**config.mk**
```make
export PLATFORM = sky130hd
export DESIGN_NAME = cmos_rtc_to_unix_time
export DESIGN_NICKNAME = d
export VERILOG_FILES = /design/src/hdl/rtc2unix_pkg.sv /design/src/hdl/cmos_rtc_to_unix_time.sv
export VERILOG_INCLUDE_DIRS = /design/src /design/src/hdl
export SDC_FILE = /design/constraint.sdc
export NUM_CORES = 2
export LEC_CHECK = 0
export BUFFER_PORTS_ARGS = -buffer_cell sky130_fd_sc_hd__buf_2
export CAP_MARGIN = 20
export CORE_ASPECT_RATIO = 1.25
export CORE_MARGIN = 4
export CORE_UTILIZATION = 66
export CTS_BUF_LIST = sky130_fd_sc_hd__clkbuf_16
export DETAILED_ROUTE_END_ITERATION = 12
export PLACE_DENSITY_LB_ADDON = 0.12
export SLEW_MARGIN = 15
export SYNTH_ARGS = -nofsm -noshare
export SYNTH_HDL_FRONTEND = slang
export SYNTH_SLANG_ARGS = --single-unit
```
**constraint.sdc**
```tcl
create_clock -name clk -period 19.3 [get_ports clk]
set_clock_uncertainty 0.05 [all_clocks]
set_input_delay 1.93 -clock clk [delete_from_list [all_inputs] [get_ports clk]]
set_output_delay 1.93 -clock clk [all_outputs]
set_load 0.03 [all_outputs]
```
**src/hdl/assert_macros.svh**
```systemverilog
// Assertion macros used by the RTL of the RTC timestamp converter.
// Depends on nothing; the bodies are empty when SYNTH is defined.
`ifndef ASSERT_MACROS_SVH
`define ASSERT_MACROS_SVH

`ifndef SYNTH

`define ASSERT_HOLD(label, clk, rst_n, expr) \
    label: assert property (@(posedge clk) disable iff (!rst_n) (expr)) \
        else $error("Assertion failed.");

`define ASSERT_IMPLY(label, clk, rst_n, ante, cons) \
    label: assert property (@(posedge clk) disable iff (!rst_n) (ante) |-> (cons)) \
        else $error("Assertion failed.");

`else

`define ASSERT_HOLD(label, clk, rst_n, expr)

`define ASSERT_IMPLY(label, clk, rst_n, ante, cons)

`endif

`endif

```
**src/hdl/rtc2unix_pkg.sv**
```systemverilog
// Types, constants and helper functions of the RTC timestamp converter.
// Depends on nothing; used by cmos_rtc_to_unix_time.
`default_nettype none

package rtc2unix_pkg;

    typedef struct packed {
        logic [7:0] raw_seconds;
        logic [7:0] raw_minutes;
        logic [7:0] raw_hours;
        logic [7:0] raw_day;
        logic [7:0] raw_month;
        logic [7:0] raw_year;
        logic [7:0] raw_century;
        logic       binary_mode;
        logic       mode_24h;
    } snap_t;

    typedef struct packed {
        logic [37:0] unix_seconds;
        logic [13:0] full_year;
        logic        before_epoch;
        logic        range_error;
    } result_t;

    localparam int unsigned CFG_ADDR_W = 3;
    localparam int unsigned CFG_DATA_W = 32;

    localparam logic [0:0] REG_CENTURY_PRESENT = 1'b0;
    localparam logic [0:0] REG_PIVOT_YEAR      = 1'b1;

    localparam logic        CENTURY_PRESENT_RST = 1'b0;
    localparam logic [13:0] PIVOT_YEAR_RST      = 14'd2025;
    localparam logic [7:0]  PIVOT_CENTURY_RST   = 8'd20;

    localparam logic [14:0] EPOCH_YEAR          = 15'd1970;
    localparam logic [14:0] MAX_YEAR            = 15'd9999;
    localparam logic [21:0] LEAPS_BEFORE_EPOCH  = 22'd477;
    localparam logic [37:0] MAX_UNIX            = 38'd253402300799;
    localparam logic [16:0] SECS_PER_DAY        = 17'd86400;
    localparam logic [11:0] SECS_PER_HOUR       = 12'd3600;

    // floor(x / 100) == (x * 5243) >> 19 for every x below 2**14.
    localparam logic [12:0] RECIP_100           = 13'd5243;
    localparam int unsigned RECIP_SHIFT         = 19;

    function automatic logic [7:0] from_bcd(input logic [7:0] b);
        return 8'(b[3:0]) + 8'(b[7:4]) * 8'd10;
    endfunction

    function automatic logic [8:0] month_start(input logic [3:0] idx);
        logic [8:0] days;
        case (idx)
            4'd0:    days = 9'd0;
            4'd1:    days = 9'd31;
            4'd2:    days = 9'd59;
            4'd3:    days = 9'd90;
            4'd4:    days = 9'd120;
            4'd5:    days = 9'd151;
            4'd6:    days = 9'd181;
            4'd7:    days = 9'd212;
            4'd8:    days = 9'd243;
            4'd9:    days = 9'd273;
            4'd10:   days = 9'd304;
            4'd11:   days = 9'd334;
            default: days = 9'd0;
        endcase
        return days;
    endfunction

    function automatic logic [7:0] div100(input logic [13:0] x);
        logic [26:0] prod;
        prod = 27'(x) * 27'(RECIP_100);
        return 8'(prod >> RECIP_SHIFT);
    endfunction

endpackage

`default_nettype wire

```
**src/hdl/cmos_rtc_to_unix_time.sv**
```systemverilog
// Converts CMOS clock register snapshots into seconds since 1970 with year and error flags.
// Depends on rtc2unix_pkg and assert_macros.svh.
//
// One snapshot is taken per clock cycle unless the pipeline is stalled, and passes through
// an input register, a decode stage (BCD, 12-hour, full year), a stage holding the two
// divide-by-100 reciprocal multipliers, a day-count stage, and the output register after
// the days-to-seconds multiplier and saturation. Each stage moves on as soon as the one after
// it is free, so a stalled result stops only the stages behind it. There is no clearing pass
// after reset. The configuration port is APB-style with pready tied high; the century_present
// register sits at byte address 0 and pivot_year at byte address 4.
`default_nettype none
`include "assert_macros.svh"

module cmos_rtc_to_unix_time (
    input  wire logic                                clk,
    input  wire logic                                rst_n,
    input  wire logic                                snap_valid,
    output logic                                     snap_ready,
    input  wire rtc2unix_pkg::snap_t                 snap,
    output logic                                     result_valid,
    input  wire logic                                result_ready,
    output rtc2unix_pkg::result_t                    result,
    input  wire logic                                psel,
    input  wire logic                                penable,
    input  wire logic                                pwrite,
    input  wire logic [rtc2unix_pkg::CFG_ADDR_W-1:0] paddr,
    input  wire logic [rtc2unix_pkg::CFG_DATA_W-1:0] pwdata,
    output logic      [rtc2unix_pkg::CFG_DATA_W-1:0] prdata,
    output logic                                     pready
);

    import rtc2unix_pkg::*;

    localparam int unsigned NUM_STAGES = 5;

    typedef struct packed {
        logic [7:0]  sec;
        logic [7:0]  min;
        logic [7:0]  hr;
        logic [7:0]  day_off;
        logic [3:0]  mon_idx;
        logic        mon_gt2;
        logic [14:0] full;
        logic [13:0] year_out;
        logic        pre_epoch;
        logic        range_err;
    } decode_t;

    typedef struct packed {
        logic [7:0]  q_y;
        logic [7:0]  q_f;
        logic [13:0] y_m1;
        logic [19:0] tod;
        logic [7:0]  day_off;
        logic [3:0]  mon_idx;
        logic        mon_gt2;
        logic [14:0] full;
        logic [13:0] year_out;
        logic        pre_epoch;
        logic        range_err;
    } quot_t;

    typedef struct packed {
        logic [21:0] days;
        logic [19:0] tod;
        logic [13:0] year_out;
        logic        pre_epoch;
        logic        range_err;
    } days_t;

    logic                  century_present_reg;
    logic [13:0]           pivot_year_reg;
    logic [7:0]            pivot_century_reg;
    logic                  cfg_write;

    logic [NUM_STAGES-1:0] stage_valid_reg;
    logic [NUM_STAGES-1:0] stage_valid_next;
    logic [NUM_STAGES-1:0] stage_ready;

    snap_t                 snap_reg;
    decode_t               decode_reg;
    decode_t               decode_next;
    quot_t                 quot_reg;
    quot_t                 quot_next;
    days_t                 days_reg;
    days_t                 days_next;
    result_t               result_reg;
    result_t               result_next;

    logic [7:0]            sec_dec;
    logic [7:0]            min_dec;
    logic [7:0]            hr_bcd_low;
    logic [7:0]            hr_dec;
    logic [6:0]            hr12_base;
    logic [7:0]            hr12;
    logic [7:0]            day_dec;
    logic [7:0]            mon_dec;
    logic [7:0]            yr_dec;
    logic [7:0]            cen_dec;
    logic [14:0]           cen_full;
    logic [14:0]           piv_base;
    logic [14:0]           piv_full;
    logic [14:0]           full_year;

    logic [12:0]           leaps;
    logic [13:0]           years;
    logic [21:0]           days_years;
    logic [13:0]           rem100;
    logic                  leap;

    logic [39:0]           secs_total;

    // Configuration registers.
    assign pready    = 1'b1;
    assign cfg_write = psel && penable && pwrite && pready;

    always_ff @(posedge clk or negedge rst_n)
    begin
        if (!rst_n)
        begin
            century_present_reg <= CENTURY_PRESENT_RST;
            pivot_year_reg      <= PIVOT_YEAR_RST;
            pivot_century_reg   <= PIVOT_CENTURY_RST;
        end
        else if (cfg_write)
        begin
            case (paddr[2])
                REG_CENTURY_PRESENT:
                begin
                    century_present_reg <= pwdata[0];
                end
                REG_PIVOT_YEAR:
                begin
                    pivot_year_reg    <= pwdata[13:0];
                    pivot_century_reg <= div100(pwdata[13:0]);
                end
                default:
                begin
                    century_present_reg <= century_present_reg;
                end
            endcase
        end
    end

    always_comb
    begin
        case (paddr[2])
            REG_CENTURY_PRESENT: prdata = CFG_DATA_W'(century_present_reg);
            REG_PIVOT_YEAR:      prdata = CFG_DATA_W'(pivot_year_reg);
            default:             prdata = '0;
        endcase
    end

    // Pipeline flow control.
    always_comb
    begin
        stage_ready[NUM_STAGES-1] = !stage_valid_reg[NUM_STAGES-1] || result_ready;
        for (int k = NUM_STAGES - 2; k >= 0; k--)
        begin
            stage_ready[k] = !stage_valid_reg[k] || stage_ready[k+1];
        end
        stage_valid_next = stage_valid_reg;
        if (stage_ready[0])
        begin
            stage_valid_next[0] = snap_valid;
        end
        for (int k = 1; k < NUM_STAGES; k++)
        begin
            if (stage_ready[k])
            begin
                stage_valid_next[k] = stage_valid_reg[k-1];
            end
        end
    end

    always_ff @(posedge clk or negedge rst_n)
    begin
        if (!rst_n)
        begin
            stage_valid_reg <= '0;
        end
        else
        begin
            stage_valid_reg <= stage_valid_next;
        end
    end

    assign snap_ready   = stage_ready[0];
    assign result_valid = stage_valid_reg[NUM_STAGES-1];
    assign result       = result_reg;

    // Decode: BCD, 12-hour clock and full year.
    always_comb
    begin
        sec_dec    = snap_reg.binary_mode ? snap_reg.raw_seconds : from_bcd(snap_reg.raw_seconds);
        min_dec    = snap_reg.binary_mode ? snap_reg.raw_minutes : from_bcd(snap_reg.raw_minutes);
        day_dec    = snap_reg.binary_mode ? snap_reg.raw_day     : from_bcd(snap_reg.raw_day);
        mon_dec    = snap_reg.binary_mode ? snap_reg.raw_month   : from_bcd(snap_reg.raw_month);
        yr_dec     = snap_reg.binary_mode ? snap_reg.raw_year    : from_bcd(snap_reg.raw_year);
        cen_dec    = snap_reg.binary_mode ? snap_reg.raw_century : from_bcd(snap_reg.raw_century);
        hr_bcd_low = from_bcd({1'b0, snap_reg.raw_hours[6:0]});
        hr_dec     = snap_reg.binary_mode ? snap_reg.raw_hours
                                          : {snap_reg.raw_hours[7], hr_bcd_low[6:0]};
        hr12_base  = (hr_dec[6:0] == 7'd12) ? 7'd0 : hr_dec[6:0];
        hr12       = {1'b0, hr12_base} + (hr_dec[7] ? 8'd12 : 8'd0);

        cen_full   = 15'(yr_dec) + 15'(cen_dec) * 15'd100;
        piv_base   = 15'(yr_dec) + 15'(pivot_century_reg) * 15'd100;
        piv_full   = (piv_base < 15'(pivot_year_reg)) ? piv_base + 15'd100 : piv_base;
        full_year  = century_present_reg ? cen_full : piv_full;

        decode_next.sec       = sec_dec;
        decode_next.min       = min_dec;
        decode_next.hr        = snap_reg.mode_24h ? hr_dec : hr12;
        decode_next.day_off   = (day_dec == 8'd0) ? 8'd0 : day_dec - 8'd1;
        decode_next.range_err = (mon_dec == 8'd0) || (mon_dec > 8'd12) || (full_year > MAX_YEAR);
        decode_next.mon_idx   = decode_next.range_err ? 4'd11 : mon_dec[3:0] - 4'd1;
        decode_next.mon_gt2   = mon_dec > 8'd2;
        decode_next.full      = full_year;
        decode_next.year_out  = (full_year > MAX_YEAR) ? MAX_YEAR[13:0] : full_year[13:0];
        decode_next.pre_epoch = full_year < EPOCH_YEAR;
    end

    // Quotients by 100 and time of day.
    always_comb
    begin
        quot_next.y_m1      = 14'(decode_reg.full - 15'd1);
        quot_next.q_y       = div100(quot_next.y_m1);
        quot_next.q_f       = div100(decode_reg.full[13:0]);
        quot_next.tod       = 20'(decode_reg.hr) * 20'(SECS_PER_HOUR)
                            + 20'(decode_reg.min) * 20'd60
                            + 20'(decode_reg.sec);
        quot_next.day_off   = decode_reg.day_off;
        quot_next.mon_idx   = decode_reg.mon_idx;
        quot_next.mon_gt2   = decode_reg.mon_gt2;
        quot_next.full      = decode_reg.full;
        quot_next.year_out  = decode_reg.year_out;
        quot_next.pre_epoch = decode_reg.pre_epoch;
        quot_next.range_err = decode_reg.range_err;
    end

    // Day count from the epoch with the Gregorian leap rules.
    always_comb
    begin
        leaps      = 13'(quot_reg.y_m1[13:2]) - 13'(quot_reg.q_y) + 13'(quot_reg.q_y[7:2]);
        years      = 14'(quot_reg.full - EPOCH_YEAR);
        days_years = 22'(years) * 22'd365 + 22'(leaps) - LEAPS_BEFORE_EPOCH;
        rem100     = quot_reg.full[13:0] - 14'(quot_reg.q_f) * 14'd100;
        leap       = ((quot_reg.full[1:0] == 2'd0) && (rem100 != 14'd0))
                  || ((rem100 == 14'd0) && (quot_reg.q_f[1:0] == 2'd0));

        days_next.days      = ((quot_reg.full > EPOCH_YEAR) ? days_years : 22'd0)
                            + 22'(month_start(quot_reg.mon_idx))
                            + 22'(quot_reg.mon_gt2 && leap)
                            + 22'(quot_reg.day_off);
        days_next.tod       = quot_reg.tod;
        days_next.year_out  = quot_reg.year_out;
        days_next.pre_epoch = quot_reg.pre_epoch;
        days_next.range_err = quot_reg.range_err;
    end

    // Seconds and saturation.
    always_comb
    begin
        secs_total = 40'(days_reg.days) * 40'(SECS_PER_DAY) + 40'(days_reg.tod);

        result_next.unix_seconds = (days_reg.range_err || (secs_total > 40'(MAX_UNIX)))
                                 ? MAX_UNIX : secs_total[37:0];
        result_next.full_year    = days_reg.year_out;
        result_next.before_epoch = days_reg.pre_epoch;
        result_next.range_error  = days_reg.range_err;
    end

    always_ff @(posedge clk)
    begin
        if (stage_ready[0])
        begin
            snap_reg <= snap;
        end
        if (stage_ready[1])
        begin
            decode_reg <= decode_next;
        end
        if (stage_ready[2])
        begin
            quot_reg <= quot_next;
        end
        if (stage_ready[3])
        begin
            days_reg <= days_next;
        end
        if (stage_ready[4])
        begin
            result_reg <= result_next;
        end
    end

    `ASSERT_IMPLY(a_range_saturates, clk, rst_n, result_valid && result.range_error, result.unix_seconds == MAX_UNIX)
    `ASSERT_IMPLY(a_seconds_bounded, clk, rst_n, result_valid, result.unix_seconds <= MAX_UNIX)
    `ASSERT_IMPLY(a_before_epoch_year, clk, rst_n, result_valid && result.before_epoch, 15'(result.full_year) < EPOCH_YEAR)
    `ASSERT_HOLD(a_pivot_century, clk, rst_n, (15'(pivot_century_reg) * 15'd100 <= 15'(pivot_year_reg)) && (15'(pivot_year_reg) < 15'(pivot_century_reg) * 15'd100 + 15'd100))

endmodule

`default_nettype wire

```
==> results.py <==
metrics = {
    "outcome": {
        "status": "completed",
    },
    "final_layout": {
        "antenna_cells": 0,
        "multi_input_area_sq_mm": 0.0267,
        "largest_register_ffs": 68,
        "final_cells": 4780,
        "fillers": 4520,
        "syn2layout_area_growth_pct": 7.42,
        "drive_above_1_share_pct": 6.94,
        "final_common_cell": "ha_1",
        "regArea_sq_mm": 0.0108,
        "final_nets": 5208,
        "mostFrequentLayoutCells": "ha_1, inv_1, fa_1, edfxtp_1, nand2_1",
    },
    "drt": {
        "num_vias": 26761,
        "vias_per_cell": 5.60,
        "dr.pass1.iters": 5,
        "avgRoutedWirePerCell_um": 16.3,
        "drc": 0,
        "drt_iter0_markers": 1002,
        "ant_nets": 0,
        "wl_um": 77800,
    },
    "setup_path": {
        "end_kind": "register",
        "reg2regPathDepth": 26,
        "path_common_cell": "ha_1",
        "crit_type": "reg2reg",
        "path_max_fanout": 8,
        "cp_slowest_cell": "xnor2_1",
        "arrival_ps": 8580,
        "crit_required_ps": 19550,
        "max_stage_delay_ps": 770,
        "critPathLaunchType": "register",
    },
    "place": {
        "dp_hpwl_um": 64000,
        "gp_congestion": 0.886,
        "port_buffers": 149,
        "pre_cts_slack_ps": 11090,
        "dp.cells": 4705,
    },
    "sta": {
        "setup_slack_ps": 10970,
        "clock.fmax_ghz": 0.120,
        "rsz0062_at_grt": "no",
        "fin_setup_tns_ps": 0,
        "finalSetupViolCount": 0,
        "maxSlewViolCount": 0,
        "hold_viol_final": 0,
        "period_needed_ps": 8330,
        "slew_headroom_pct": 29.2,
        "period_share_pct": 43.2,
        "hold_ws_ps": 363,
        "tightest_slew_ps": 1050,
    },
    "global_route": {
        "top_usage_layer": "met2",
        "global_route.usage.met1_pct": 31.8,
        "grt_pass1_vias": 27521,
        "use_met3_pct": 3.47,
        "grt_pass1_wl_um": 131000,
        "grt_usage_pct": 24.4,
        "overflow": 0,
        "met2_usage_pct": 42.7,
        "grt_antenna_before_repair": 1,
        "grt_max_degree": 72,
    },
    "yosys": {
        "synth_edf_count": 330,
        "synth_warnings": 0,
        "ys_async_sr_fraction_pct": 7.63,
        "syn_avg_cell_area_sq_um": 10.6,
        "synth_area_sq_mm": 0.0404,
        "synth.largest_area_cell": "edfxtp_1",
        "synth_cell_types": 96,
        "ys_ff_latch": 367,
        "synth-main-ff-cell": "edfxtp_1",
        "synth_area_leaders": "edfxtp_1, ha_1, fa_1",
        "synth_top_area_share_pct": 24.5,
        "ys_seq_area_share_pct": 26.7,
        "syn_inst": 3812,
    },
    "clock_tree": {
        "clk_latency_ps": 570,
        "cts_buffer_depth": 3,
        "cts_tree": "yes",
        "h-tree-depth": 2,
        "cts_buffers": 40,
        "cts.sinks": 367,
        "post_cts_resized": 0,
        "hold_buffers": 0,
        "postCtsSetupBuffers": 0,
        "cts-root-buf": "clkbuf_16",
        "clk_pin_slew_ps": 60,
    },
    "floorplanning": {
        "die_x_um": 229,
        "rows": 101,
        "start_util_pct": 66.6,
        "core_sq_mm": 0.0607,
        "dieArea_sq_mm": 0.0653,
        "io_pins": 189,
        "die_y_um": 285,
    },
    "run": {
        "maxCapViolations": 0,
    },
    "hold_path": {
        "hp-class": "reg2reg",
        "hold_depth": 0,
    },
}
-- critical path: cells and delay by family (launching register included) --
family,cells,cell delay [ps]
AOI/OAI and AO/OA,9,2520
xor gates and xnor gates,2,850
buffers and inverters,3,390
and+or+nand+nor,5,790
adders and majority gates,7,2750
DFF,1,710
-- synth_stat cells, types with 34 or more instances --
cell type    n
ha_1       765
o21ai_0    129
nand2_1    198
nor2b_1     34
xor2_1      83
fa_1       366
nand3_1     43
inv_1      713
nor3_1      36
edfxtp_1   330
a21o_1      80
xnor2_1    175
nand2b_1    36
nor2_1     146
a21oi_1    174
-- cells by family after synthesis --
kind of cell,count (synthesis),share of synthesized area (%)
muxes,28,0.718
and+or+nand+nor,647,7.96
adders and majority gates,1131,41.8
buffers and inverters,772,7.40
xor gates and xnor gates,262,5.82
other,2,0.0186
AOI/OAI and AO/OA,603,9.52
DFF,367,26.7
-- metrics by stage --
step                      cell area [sq um]  util, %
after CTS                             43400     71.5
after global placement                42000     69.2
final                                 43400     71.6
after global routing                  43400     71.6
after detailed placement              42000     69.2
after floorplan                       40500        -
-- metal layers --
layer	vias up	part of all wire [%]
met5	-	0
met4	0	3.3
met3	134	4.3
met2	475	50
met1	12920	43
li1	13232	-
-- final timing paths --
path	from	end	slack [ps]
worst max-delay path	decode_reg[17]	quot_reg[93]	10970
min in group asynchronous	rst_n	stage_valid_reg[4]	1360
worst max register to register	decode_reg[17]	quot_reg[93]	10970
worst min register to register	days_next[19]	days_reg[19]	360
max in group asynchronous	rst_n	pivot_year_reg[1]	17390
worst min-delay path	days_next[19]	days_reg[19]	360
-- area by class of cell --
class | instances | area share, %
Multi-Input combinational cell | 2690 | 61.5
Sequential cell | 367 | 24.9
Inverter | 717 | 6.21
Clock buffer | 42 | 2.42
Tap cell | 772 | 2.23
Timing Repair Buffer | 161 | 1.93
Clock inverter | 31 | 0.799
Power is left out: the tool's default activity adds up to more than one toggle a clock period on the data nets, which glitch-free logic cannot reach.
